--- src/rtl/core/assert_macros.svh ---
// Assertion macros shared by the scanner RTL.
// No dependencies; included inside module bodies.
`ifndef ASSERT_MACROS_SVH
`define ASSERT_MACROS_SVH

// Property must hold at every clock edge outside reset.
`define SARS_ASSERT(lbl, clk, rst_n, prop) \
  lbl: assert property (@(posedge clk) disable iff (!rst_n) (prop)) \
    else $error("scanner assertion failed");

// Property must never hold outside reset.
`define SARS_ASSERT_NEVER(lbl, clk, rst_n, prop) \
  lbl: assert property (@(posedge clk) disable iff (!rst_n) not (prop)) \
    else $error("scanner assertion failed (never)");

`endif

--- src/rtl/core/sars_pkg.sv ---
// Types and constants for the star and raw string token scanner.
// No dependencies; imported by sars_step and the top level.
package sars_pkg;

  localparam int unsigned QuoteRun = 3;

  localparam logic [7:0] ChStar   = 8'h2A;
  localparam logic [7:0] ChHash   = 8'h23;
  localparam logic [7:0] ChSquote = 8'h27;
  localparam logic [7:0] ChDquote = 8'h22;
  localparam logic [7:0] ChBslash = 8'h5C;
  localparam logic [7:0] ChNl     = 8'h0A;
  localparam logic [7:0] ChSpace  = 8'h20;
  localparam logic [7:0] ChUscore = 8'h5F;
  localparam logic [7:0] ChLparen = 8'h28;
  localparam logic [7:0] ChLbrack = 8'h5B;
  localparam logic [7:0] ChLbrace = 8'h7B;

  typedef enum logic [3:0] {
    ModeIdle           = 4'd0,
    ModeStart          = 4'd1,
    ModeStarAfter      = 4'd2,
    ModeHashes         = 4'd3,
    ModeOpenQuotes     = 4'd4,
    ModeMlBody         = 4'd5,
    ModeMlLineStart    = 4'd6,
    ModeMlCloseQuotes  = 4'd7,
    ModeMlCloseHashes  = 4'd8,
    ModeDqBody         = 4'd9,
    ModeDqEscHashes    = 4'd10,
    ModeDqEscChar      = 4'd11,
    ModeDqCloseHashes  = 4'd12
  } mode_e;

  typedef enum logic [2:0] {
    StSpace       = 3'd0,
    StOpen        = 3'd1,
    StEndsWith    = 3'd2,
    StEndedBefore = 3'd3,
    StReject      = 3'd4
  } status_e;

  typedef enum logic [1:0] {
    KindBinary  = 2'd0,
    KindPostfix = 2'd1,
    KindString  = 2'd2
  } kind_e;

  // Control part of the scanner state.
  typedef struct packed {
    mode_e      mode;
    logic       saw_space;
    logic [2:0] allowed;
  } ctl_t;

  // One registered input item.
  typedef struct packed {
    logic [7:0] char_code;
    logic       scan_start;
    logic [2:0] valid_mask;
    logic       end_of_input;
  } item_t;

endpackage

--- src/rtl/core/sars_step.sv ---
// Next-state and result logic of the scanner for one item.
// Depends on sars_pkg; purely combinational.
module sars_step #(
  parameter int unsigned HASH_LIMIT = 15,
  parameter int unsigned CntW       = 4
) (
  input  sars_pkg::item_t   item_i,
  input  sars_pkg::ctl_t    ctl_i,
  input  logic [CntW-1:0]   hashes_i,
  input  logic [CntW-1:0]   progress_i,
  output sars_pkg::ctl_t    ctl_o,
  output logic [CntW-1:0]   hashes_o,
  output logic [CntW-1:0]   progress_o,
  output sars_pkg::status_e status_o,
  output sars_pkg::kind_e   kind_o
);
  import sars_pkg::*;

  localparam logic [CntW-1:0] HashMax   = CntW'(HASH_LIMIT);
  localparam logic [CntW-1:0] QuoteRunC = CntW'(QuoteRun);
  localparam logic [CntW-1:0] One       = CntW'(1);

  ctl_t            cur_ctl;
  logic [CntW-1:0] cur_dh, cur_rp, rp_inc;
  logic [7:0]      ch;
  logic            eof, is_space, may_bin, done_hash, done_quote;
  mode_e           ml_mode, dq_mode;
  logic            dq_fail, dq_finish;

  // A start flag drops any scan in progress.
  always_comb begin
    if (item_i.scan_start) begin
      cur_ctl.mode      = ModeStart;
      cur_ctl.saw_space = 1'b0;
      cur_ctl.allowed   = item_i.valid_mask;
      cur_dh            = '0;
      cur_rp            = '0;
    end else begin
      cur_ctl = ctl_i;
      cur_dh  = hashes_i;
      cur_rp  = progress_i;
    end
  end

  assign eof      = item_i.end_of_input;
  assign ch       = eof ? 8'h00 : item_i.char_code;
  assign is_space = (ch == ChSpace) || (ch == ChNl);
  assign may_bin  = ((ch >= 8'h61) && (ch <= 8'h7A)) || ((ch >= 8'h41) && (ch <= 8'h5A)) ||
                    ((ch >= 8'h30) && (ch <= 8'h39)) || (ch == ChUscore) ||
                    (ch == ChDquote) || (ch == ChLparen) || (ch == ChLbrack) ||
                    (ch == ChLbrace);

  assign rp_inc     = cur_rp + One;
  assign done_hash  = (rp_inc >= cur_dh);
  assign done_quote = (rp_inc >= QuoteRunC);

  // Multi-line body: a newline arms the closing-delimiter check.
  assign ml_mode = (ch == ChNl) ? ModeMlLineStart : ModeMlBody;

  // Single-line body.
  always_comb begin
    dq_fail   = eof || (ch == ChNl);
    dq_finish = 1'b0;
    dq_mode   = ModeDqBody;
    if (ch == ChBslash) begin
      dq_mode = (cur_dh == '0) ? ModeDqEscChar : ModeDqEscHashes;
    end else if (ch == ChDquote) begin
      if (cur_dh == '0) begin
        dq_finish = 1'b1;
        dq_mode   = ModeIdle;
      end else begin
        dq_mode = ModeDqCloseHashes;
      end
    end
  end

  always_comb begin
    ctl_o      = cur_ctl;
    hashes_o   = cur_dh;
    progress_o = cur_rp;
    status_o   = StOpen;
    kind_o     = KindBinary;
    case (cur_ctl.mode)
      ModeStart: begin
        if (is_space) begin
          ctl_o.saw_space = 1'b1;
          status_o        = StSpace;
        end else if ((ch == ChStar) && (cur_ctl.allowed[1:0] != 2'b00)) begin
          ctl_o.mode = ModeStarAfter;
        end else if (cur_ctl.allowed[2] &&
                     ((ch == ChHash) || (ch == ChSquote) || (ch == ChDquote))) begin
          hashes_o   = '0;
          progress_o = '0;
          if (ch == ChHash) begin
            hashes_o   = One;
            ctl_o.mode = ModeHashes;
          end else if (ch == ChSquote) begin
            progress_o = One;
            ctl_o.mode = ModeOpenQuotes;
          end else begin
            ctl_o.mode = ModeDqBody;
          end
        end else begin
          ctl_o.mode = ModeIdle;
          status_o   = StReject;
        end
      end
      ModeStarAfter: begin
        if ((cur_ctl.saw_space && is_space) || (!cur_ctl.saw_space && may_bin)) begin
          kind_o = KindBinary;
        end else begin
          kind_o = KindPostfix;
        end
        ctl_o.mode = ModeIdle;
        status_o   = StEndedBefore;
      end
      ModeHashes: begin
        if (ch == ChHash) begin
          if (cur_dh == HashMax) begin
            ctl_o.mode = ModeIdle;
            status_o   = StReject;
          end else begin
            hashes_o = cur_dh + One;
          end
        end else if (ch == ChSquote) begin
          progress_o = One;
          ctl_o.mode = ModeOpenQuotes;
        end else if (ch == ChDquote) begin
          ctl_o.mode = ModeDqBody;
        end else begin
          ctl_o.mode = ModeIdle;
          status_o   = StReject;
        end
      end
      ModeOpenQuotes: begin
        if (ch == ChSquote) begin
          progress_o = rp_inc;
          if (done_quote) ctl_o.mode = ModeMlBody;
        end else begin
          ctl_o.mode = ModeIdle;
          status_o   = StReject;
        end
      end
      ModeMlBody, ModeMlLineStart, ModeMlCloseQuotes, ModeMlCloseHashes: begin
        if ((cur_ctl.mode == ModeMlLineStart) && (ch == ChSpace)) begin
          status_o = StOpen;
        end else if ((cur_ctl.mode == ModeMlLineStart) && (ch == ChSquote)) begin
          progress_o = One;
          ctl_o.mode = ModeMlCloseQuotes;
        end else if ((cur_ctl.mode == ModeMlCloseQuotes) && (ch == ChSquote)) begin
          progress_o = rp_inc;
          if (done_quote) begin
            if (cur_dh == '0) begin
              ctl_o.mode = ModeIdle;
              status_o   = StEndsWith;
              kind_o     = KindString;
            end else begin
              progress_o = '0;
              ctl_o.mode = ModeMlCloseHashes;
            end
          end
        end else if ((cur_ctl.mode == ModeMlCloseHashes) && (ch == ChHash)) begin
          progress_o = rp_inc;
          if (done_hash) begin
            ctl_o.mode = ModeIdle;
            status_o   = StEndsWith;
            kind_o     = KindString;
          end
        end else if (eof) begin
          ctl_o.mode = ModeIdle;
          status_o   = StReject;
        end else begin
          ctl_o.mode = ml_mode;
        end
      end
      ModeDqEscChar: begin
        if (eof || (ch == ChNl)) begin
          ctl_o.mode = ModeIdle;
          status_o   = StReject;
        end else begin
          ctl_o.mode = ModeDqBody;
        end
      end
      ModeDqBody, ModeDqEscHashes, ModeDqCloseHashes: begin
        if ((cur_ctl.mode != ModeDqBody) && (ch == ChHash)) begin
          progress_o = rp_inc;
          if (done_hash) begin
            if (cur_ctl.mode == ModeDqEscHashes) begin
              ctl_o.mode = ModeDqEscChar;
            end else begin
              ctl_o.mode = ModeIdle;
              status_o   = StEndsWith;
              kind_o     = KindString;
            end
          end
        end else if (dq_fail) begin
          ctl_o.mode = ModeIdle;
          status_o   = StReject;
        end else begin
          progress_o = '0;
          ctl_o.mode = dq_mode;
          if (dq_finish) begin
            status_o = StEndsWith;
            kind_o   = KindString;
          end
        end
      end
      default: begin
        ctl_o.mode = ModeIdle;
        status_o   = StReject;
      end
    endcase
  end

endmodule

--- src/rtl/core/star_and_raw_string_token_scanner_core.sv ---
// Star and raw string token scanner: one character per item, one result per item.
// Depends on sars_pkg, sars_step and assert_macros.svh.
//
// The block accepts one item every clock cycle while in_ready_o is high and
// returns exactly one result item for each. An accepted item lands in an input
// register. When the result slot is free, the scanner state machine and its
// two hash/quote counters are updated from it by single-pass logic, and the
// result is written to the output register. The output register holds a
// result while out_ready_i is low. The input register keeps taking items as
// long as the result in front of it can move, so throughput is one item per
// cycle while the output is not stalled, and stalls propagate back by one
// stage. HASH_LIMIT sets the longest accepted hash run and the width of the
// hash and progress counters. The state is cleared by reset and restarted by
// a scan start; there is no configuration port.
module star_and_raw_string_token_scanner_core #(
  parameter int unsigned HASH_LIMIT = 15
) (
  input  logic       clk_i,
  input  logic       rst_ni,
  input  logic       in_valid_i,
  output logic       in_ready_o,
  input  logic [7:0] char_code_i,
  input  logic       scan_start_i,
  input  logic [2:0] valid_mask_i,
  input  logic       end_of_input_i,
  output logic       out_valid_o,
  input  logic       out_ready_i,
  output logic [2:0] status_o,
  output logic [1:0] token_kind_o
);
  import sars_pkg::*;

`include "assert_macros.svh"

  // Counters must hold the hash limit and the three-quote run.
  localparam int unsigned HashW = $clog2(HASH_LIMIT + 1);
  localparam int unsigned CntW  = (HashW > 2) ? HashW : 2;
  localparam logic [CntW-1:0] HashMax = CntW'(HASH_LIMIT);

  // Input register
  logic  in_v_q;
  item_t item_q;

  // Scanner state
  ctl_t            ctl_q, ctl_d;
  logic [CntW-1:0] dh_q, dh_d;
  logic [CntW-1:0] rp_q, rp_d;

  // Result register
  logic    out_v_q;
  status_e st_q, st_d;
  kind_e   kind_q, kind_d;

  logic adv;

  // Token-closing results, for the checks below
  logic tok_end_q;
  logic scan_end_d;

  // The item in the input register moves on when the result slot frees up.
  assign adv        = in_v_q && (!out_v_q || out_ready_i);
  assign in_ready_o = !in_v_q || adv;

  always_ff @(posedge clk_i or negedge rst_ni) begin
    if (!rst_ni) begin
      in_v_q <= 1'b0;
    end else if (in_ready_o) begin
      in_v_q <= in_valid_i;
    end
  end

  always_ff @(posedge clk_i) begin
    if (in_ready_o && in_valid_i) begin
      item_q.char_code    <= char_code_i;
      item_q.scan_start   <= scan_start_i;
      item_q.valid_mask   <= valid_mask_i;
      item_q.end_of_input <= end_of_input_i;
    end
  end

  sars_step #(
    .HASH_LIMIT(HASH_LIMIT),
    .CntW      (CntW)
  ) u_step (
    .item_i    (item_q),
    .ctl_i     (ctl_q),
    .hashes_i  (dh_q),
    .progress_i(rp_q),
    .ctl_o     (ctl_d),
    .hashes_o  (dh_d),
    .progress_o(rp_d),
    .status_o  (st_d),
    .kind_o    (kind_d)
  );

  // State and counters advance only when an item is retired.
  always_ff @(posedge clk_i or negedge rst_ni) begin
    if (!rst_ni) begin
      ctl_q.mode      <= ModeIdle;
      ctl_q.saw_space <= 1'b0;
      ctl_q.allowed   <= 3'b000;
      dh_q            <= '0;
      rp_q            <= '0;
    end else if (adv) begin
      ctl_q <= ctl_d;
      dh_q  <= dh_d;
      rp_q  <= rp_d;
    end
  end

  always_ff @(posedge clk_i or negedge rst_ni) begin
    if (!rst_ni) begin
      out_v_q <= 1'b0;
    end else if (adv) begin
      out_v_q <= 1'b1;
    end else if (out_ready_i) begin
      out_v_q <= 1'b0;
    end
  end

  always_ff @(posedge clk_i) begin
    if (adv) begin
      st_q   <= st_d;
      kind_q <= kind_d;
    end
  end

  assign out_valid_o  = out_v_q;
  assign status_o     = st_q;
  assign token_kind_o = kind_q;

  assign tok_end_q  = (st_q == StEndsWith) || (st_q == StEndedBefore);
  assign scan_end_d = (st_d == StReject) || (st_d == StEndsWith) || (st_d == StEndedBefore);

  // A token kind other than binary only comes with a finished token.
  `SARS_ASSERT(a_kind_only_on_end, clk_i, rst_ni, out_v_q && (kind_q != KindBinary) |-> tok_end_q)
  // Every rejection or finished token leaves the scanner idle.
  `SARS_ASSERT(a_idle_after_end, clk_i, rst_ni, adv && scan_end_d |=> (ctl_q.mode == ModeIdle))
  // The stored hash count never passes the limit.
  `SARS_ASSERT_NEVER(a_hash_bound, clk_i, rst_ni, dh_q > HashMax)

endmodule

--- config.mk ---
export PLATFORM = sky130hd
export DESIGN_NAME = star_and_raw_string_token_scanner_core
export DESIGN_NICKNAME = d
export VERILOG_FILES = /design/src/rtl/core/sars_pkg.sv /design/src/rtl/core/sars_step.sv /design/src/rtl/core/star_and_raw_string_token_scanner_core.sv
export VERILOG_INCLUDE_DIRS = /design/src /design/src/rtl/core
export SDC_FILE = /design/constraint.sdc
export NUM_CORES = 1
export LEC_CHECK = 0
export BUFFER_PORTS_ARGS = -buffer_cell sky130_fd_sc_hd__clkbuf_2
export CELL_PAD_IN_SITES_DETAIL_PLACEMENT = 2
export CELL_PAD_IN_SITES_GLOBAL_PLACEMENT = 2
export CORE_ASPECT_RATIO = 1.75
export CORE_MARGIN = 3
export CORE_UTILIZATION = 38
export CTS_BUF_LIST = sky130_fd_sc_hd__clkbuf_8 sky130_fd_sc_hd__clkbuf_16
export CTS_CLUSTER_SIZE = 20
export DETAILED_ROUTE_END_ITERATION = 16
export GPL_ROUTABILITY_DRIVEN = 0
export PLACE_DENSITY = 0.87
export SLEW_MARGIN = 10
export SYNTH_ARGS = -nofsm -noshare
export SYNTH_HDL_FRONTEND = slang
export SYNTH_HIERARCHICAL = 1
export SYNTH_SLANG_ARGS = --single-unit
export TNS_END_PERCENT = 30
--- constraint.sdc ---
create_clock -name clk_i -period 4.1 [get_ports clk_i]
set_clock_uncertainty 0.15 [all_clocks]
set_input_delay 0.41 -clock clk_i [delete_from_list [all_inputs] [get_ports clk_i]]
set_output_delay 0.41 -clock clk_i [all_outputs]
set_load 0.01 [all_outputs]
==> impl_metrics.ini <==
[layout]
nNetsFinal = 388
antenna_cells = 0
final_util_pct = 42.95
area_growth_pct = 8.161
mostFrequentLayoutCells = nor2_1, nand2_1, clkbuf_2, dfrtp_1, edfxtp_1
layout-drive-gt1-share_pct = 22.68
final_common_cell = nor2_1

[logic_synthesis]
ys_ff_latch = 36
synth_edf_count = 18
synth_area_leaders = edfxtp_1, dfrtp_1, nor2_1
ys_types = 84
ys_seq_area_share_pct = 30.93
synth_warnings = 6
avgSynthCellArea_sq_um = 9.129
synth.top_cell.area_share_pct = 16.87
async_reset_ff_share_pct = 50.00
synth_top_cell_by_area = edfxtp_1
netlist_area_sq_um = 3204
synth_cells = 351
synth_nets = 374
synth-main-ff-cell = edfxtp_1

[worst_setup_path]
worst_setup_path_start_kind = register
crit_path_top_delay_cell = dfrtp_1
crit_fanout = 18
crit_path_end_kind = register
crit_required_ns = 4.12
r2r_slack_ns = 0.72
critPathKind = register to register
critPathLaunch = ctl_q[4]
r2r_start = ctl_q[4]
reg2reg_to = dh_q[0]
worstRegToRegCells = 7
cp-endpoint = dh_q[0]
crit_chain = nor4b_1 -> o21ai_0 -> nor3_1 -> nor2b_1 -> o21ai_1 -> o31a_1 -> mux2_4
cp.arrival_ns = 3.40
slowest_delay_ns = 0.77

[power_and_ir_drop]
internal-power_w = 0.0007393
switching_power_w = 0.0002656
total_leakage_power_nw = 1.343
p_comb_share_pct = 12.0
vdd_drop_max_mv = 0.2275
netSwitchingFraction_pct = 26.43
power_density_nw_per_um2 = 289.9
p_clk_share_pct = 44.2
seq_power_share_pct = 43.8

[route]
drc = 0
vias = 3048
ant_nets = 0
drt_iter0_markers = 180
routedWlPerCell_um = 27.57
drt_first_pass_iters = 4
drt-total-wl_um = 12570
vias_per_cell = 6.684

[floorplanning]
initial_core_util_pct = 39.71
die_area_sq_um = 9614
core-area_sq_um = 8070
die_h_um = 127.5
die_w_um = 75.42
row_count = 43
ioPinCount = 24

[sta]
slew_violations = 0
fin_crit_sh_pct = 82.35
worst_hold_slack_ns = 0.1505
relSlewSlack_pct = 51.82
rsz0062_at_grt = no
fin_tns_setup_ns = 0
hold_viol = 0
fmax_mhz = 296.2
setup_viol = 0
period_minus_slack_ns = 3.376
worst_pin_slew_ns = 0.7178

[clocking]
cts_tree = done
numCtsBuffers = 5
clk_pin_slew_ns = 0.07
cts-htree-levels = 2
clock_path_buffers = 2
insertion_delay_ns = 0.29
cts_sinks = 36
cts_root_buffer = clkbuf_16
post_cts_buffers = 0

[min_path]
hp-class = primary input to register

[grt]
grt_pass1_wl_um = 19400
grt_max_degree = 23
grt-ovfl-total = 0
antenna_found_initial = 0
grt_pass1_vias = 3383
grtUsageTotal_pct = 27.45

[run_status]
status = finished, final reports clean

[job]
cap_violations = 0

[place]
port_buffers = 23
dp_hpwl_um = 9272
==> cells in the mapped netlist (4+ instances only) <==
library cell and instances:
ha_1 6, o21ai_0 16, nor2b_1 9, nand2b_1 6
nand4_1 8, mux2_2 9, dfrtp_1 18, nor2_1 37
nor3_1 14, edfxtp_1 18, nand2_1 28, nand3_1 11
o21ai_1 4, mux2_4 9, a21oi_1 14, and3_1 5
inv_1 14, a211o_1 4, buf_2 4, buf_4 7
nand3b_1 4, nor4_1 8
==> power groups by stage <==
stage	combinational, W	clock [W]	sequential [W]
2_1_floorplan	0.0000911	0	0.000428
3_3_place_gp	0.000111	0	0.000442
3_5_place_dp	0.000117	0	0.000446
4_1_cts	0.000121	0.000450	0.000440
5_1_grt	0.000129	0.000465	0.000445
6_report	0.000121	0.000444	0.000440
==> kinds of logic after synthesis <==
logic type               after synthesis  share of synthesized area [%]
AO/OA/AOI/OAI                         76                          16.64
XOR/XNOR                               6                          1.640
adder cells (fa/ha/maj)                6                          2.343
buffers and inverters                 32                          6.247
flip-flops                            36                          30.93
multiplexers                          19                          7.692
AND/OR/NAND/NOR                      176                          34.52
==> worst min path at each step <==
stage / from / to / slack [ns] / depth (start not counted)
final: char_code_i[3] / item_q[8] / 0.15 / 1
after global routing: valid_mask_i[1] / item_q[2] / 0.15 / 1
after global placement: rst_ni / rp_q[0] / 0.27 / 1
after detailed placement: rst_ni / rp_q[0] / 0.29 / 1
after CTS: char_code_i[3] / item_q[8] / 0.15 / 1
after floorplan: rst_ni / ctl_q[0] / -0.04 / 0
==> through the flow <==
step	instances	power, W	setup slack (ns)	cell area [sq um]
after floorplan	351	0.0005195	1.164	3204
after global placement	447	0.0005526	1.077	3292
after detailed placement	447	0.0005630	0.9531	3292
after CTS	456	0.001011	0.8419	3466
after global routing	456	0.001038	0.7223	3466
final	456	0.001005	0.7239	3466
==> state kept, by name, summed over array words and instances (netlist names) <==
signal / count
ctl_q: 8
dh_q: 4
in_v_q: 1
item_q: 13
out_valid_o: 1
rp_q: 4
status_o: 3
token_kind_o: 2
==> worst max-delay path: cells and delay by family, from the launching register on <==
| kind | cells | cell delay, ns |
|---|---|---|
| AO/OA/AOI/OAI | 3 | 0.61 |
| multiplexers | 1 | 0.26 |
| flip-flops | 1 | 0.77 |
| AND/OR/NAND/NOR | 3 | 1.47 |
==> what timing repair did <==
item	CTS	global route
hold endpoints to repair	18	0
hold buffers	1	0
gates resized for setup	0	0
==> metal layers <==
metal | GRT usage (%) | wire, um | up-vias
met5 | 0 | 0 | -
li1 | - | - | 1345
met4 | 15.55 | 740 | 0
met2 | 50.08 | 7050 | 118
met3 | 3.543 | 457 | 51
met1 | 28.52 | 4321 | 1534
==> cell type report <==
cell class                 count  area, sq um
timing repair buffer          25        132.6
inverter                      14        52.55
clock inverter                 3        38.79
clock buffer                   5        125.1
sequential                    36        991.0
fill                         896         4604
tap                           90        112.6
multi-input combinational    283         2013
Note: power is estimated with default switching activity, not from simulation.
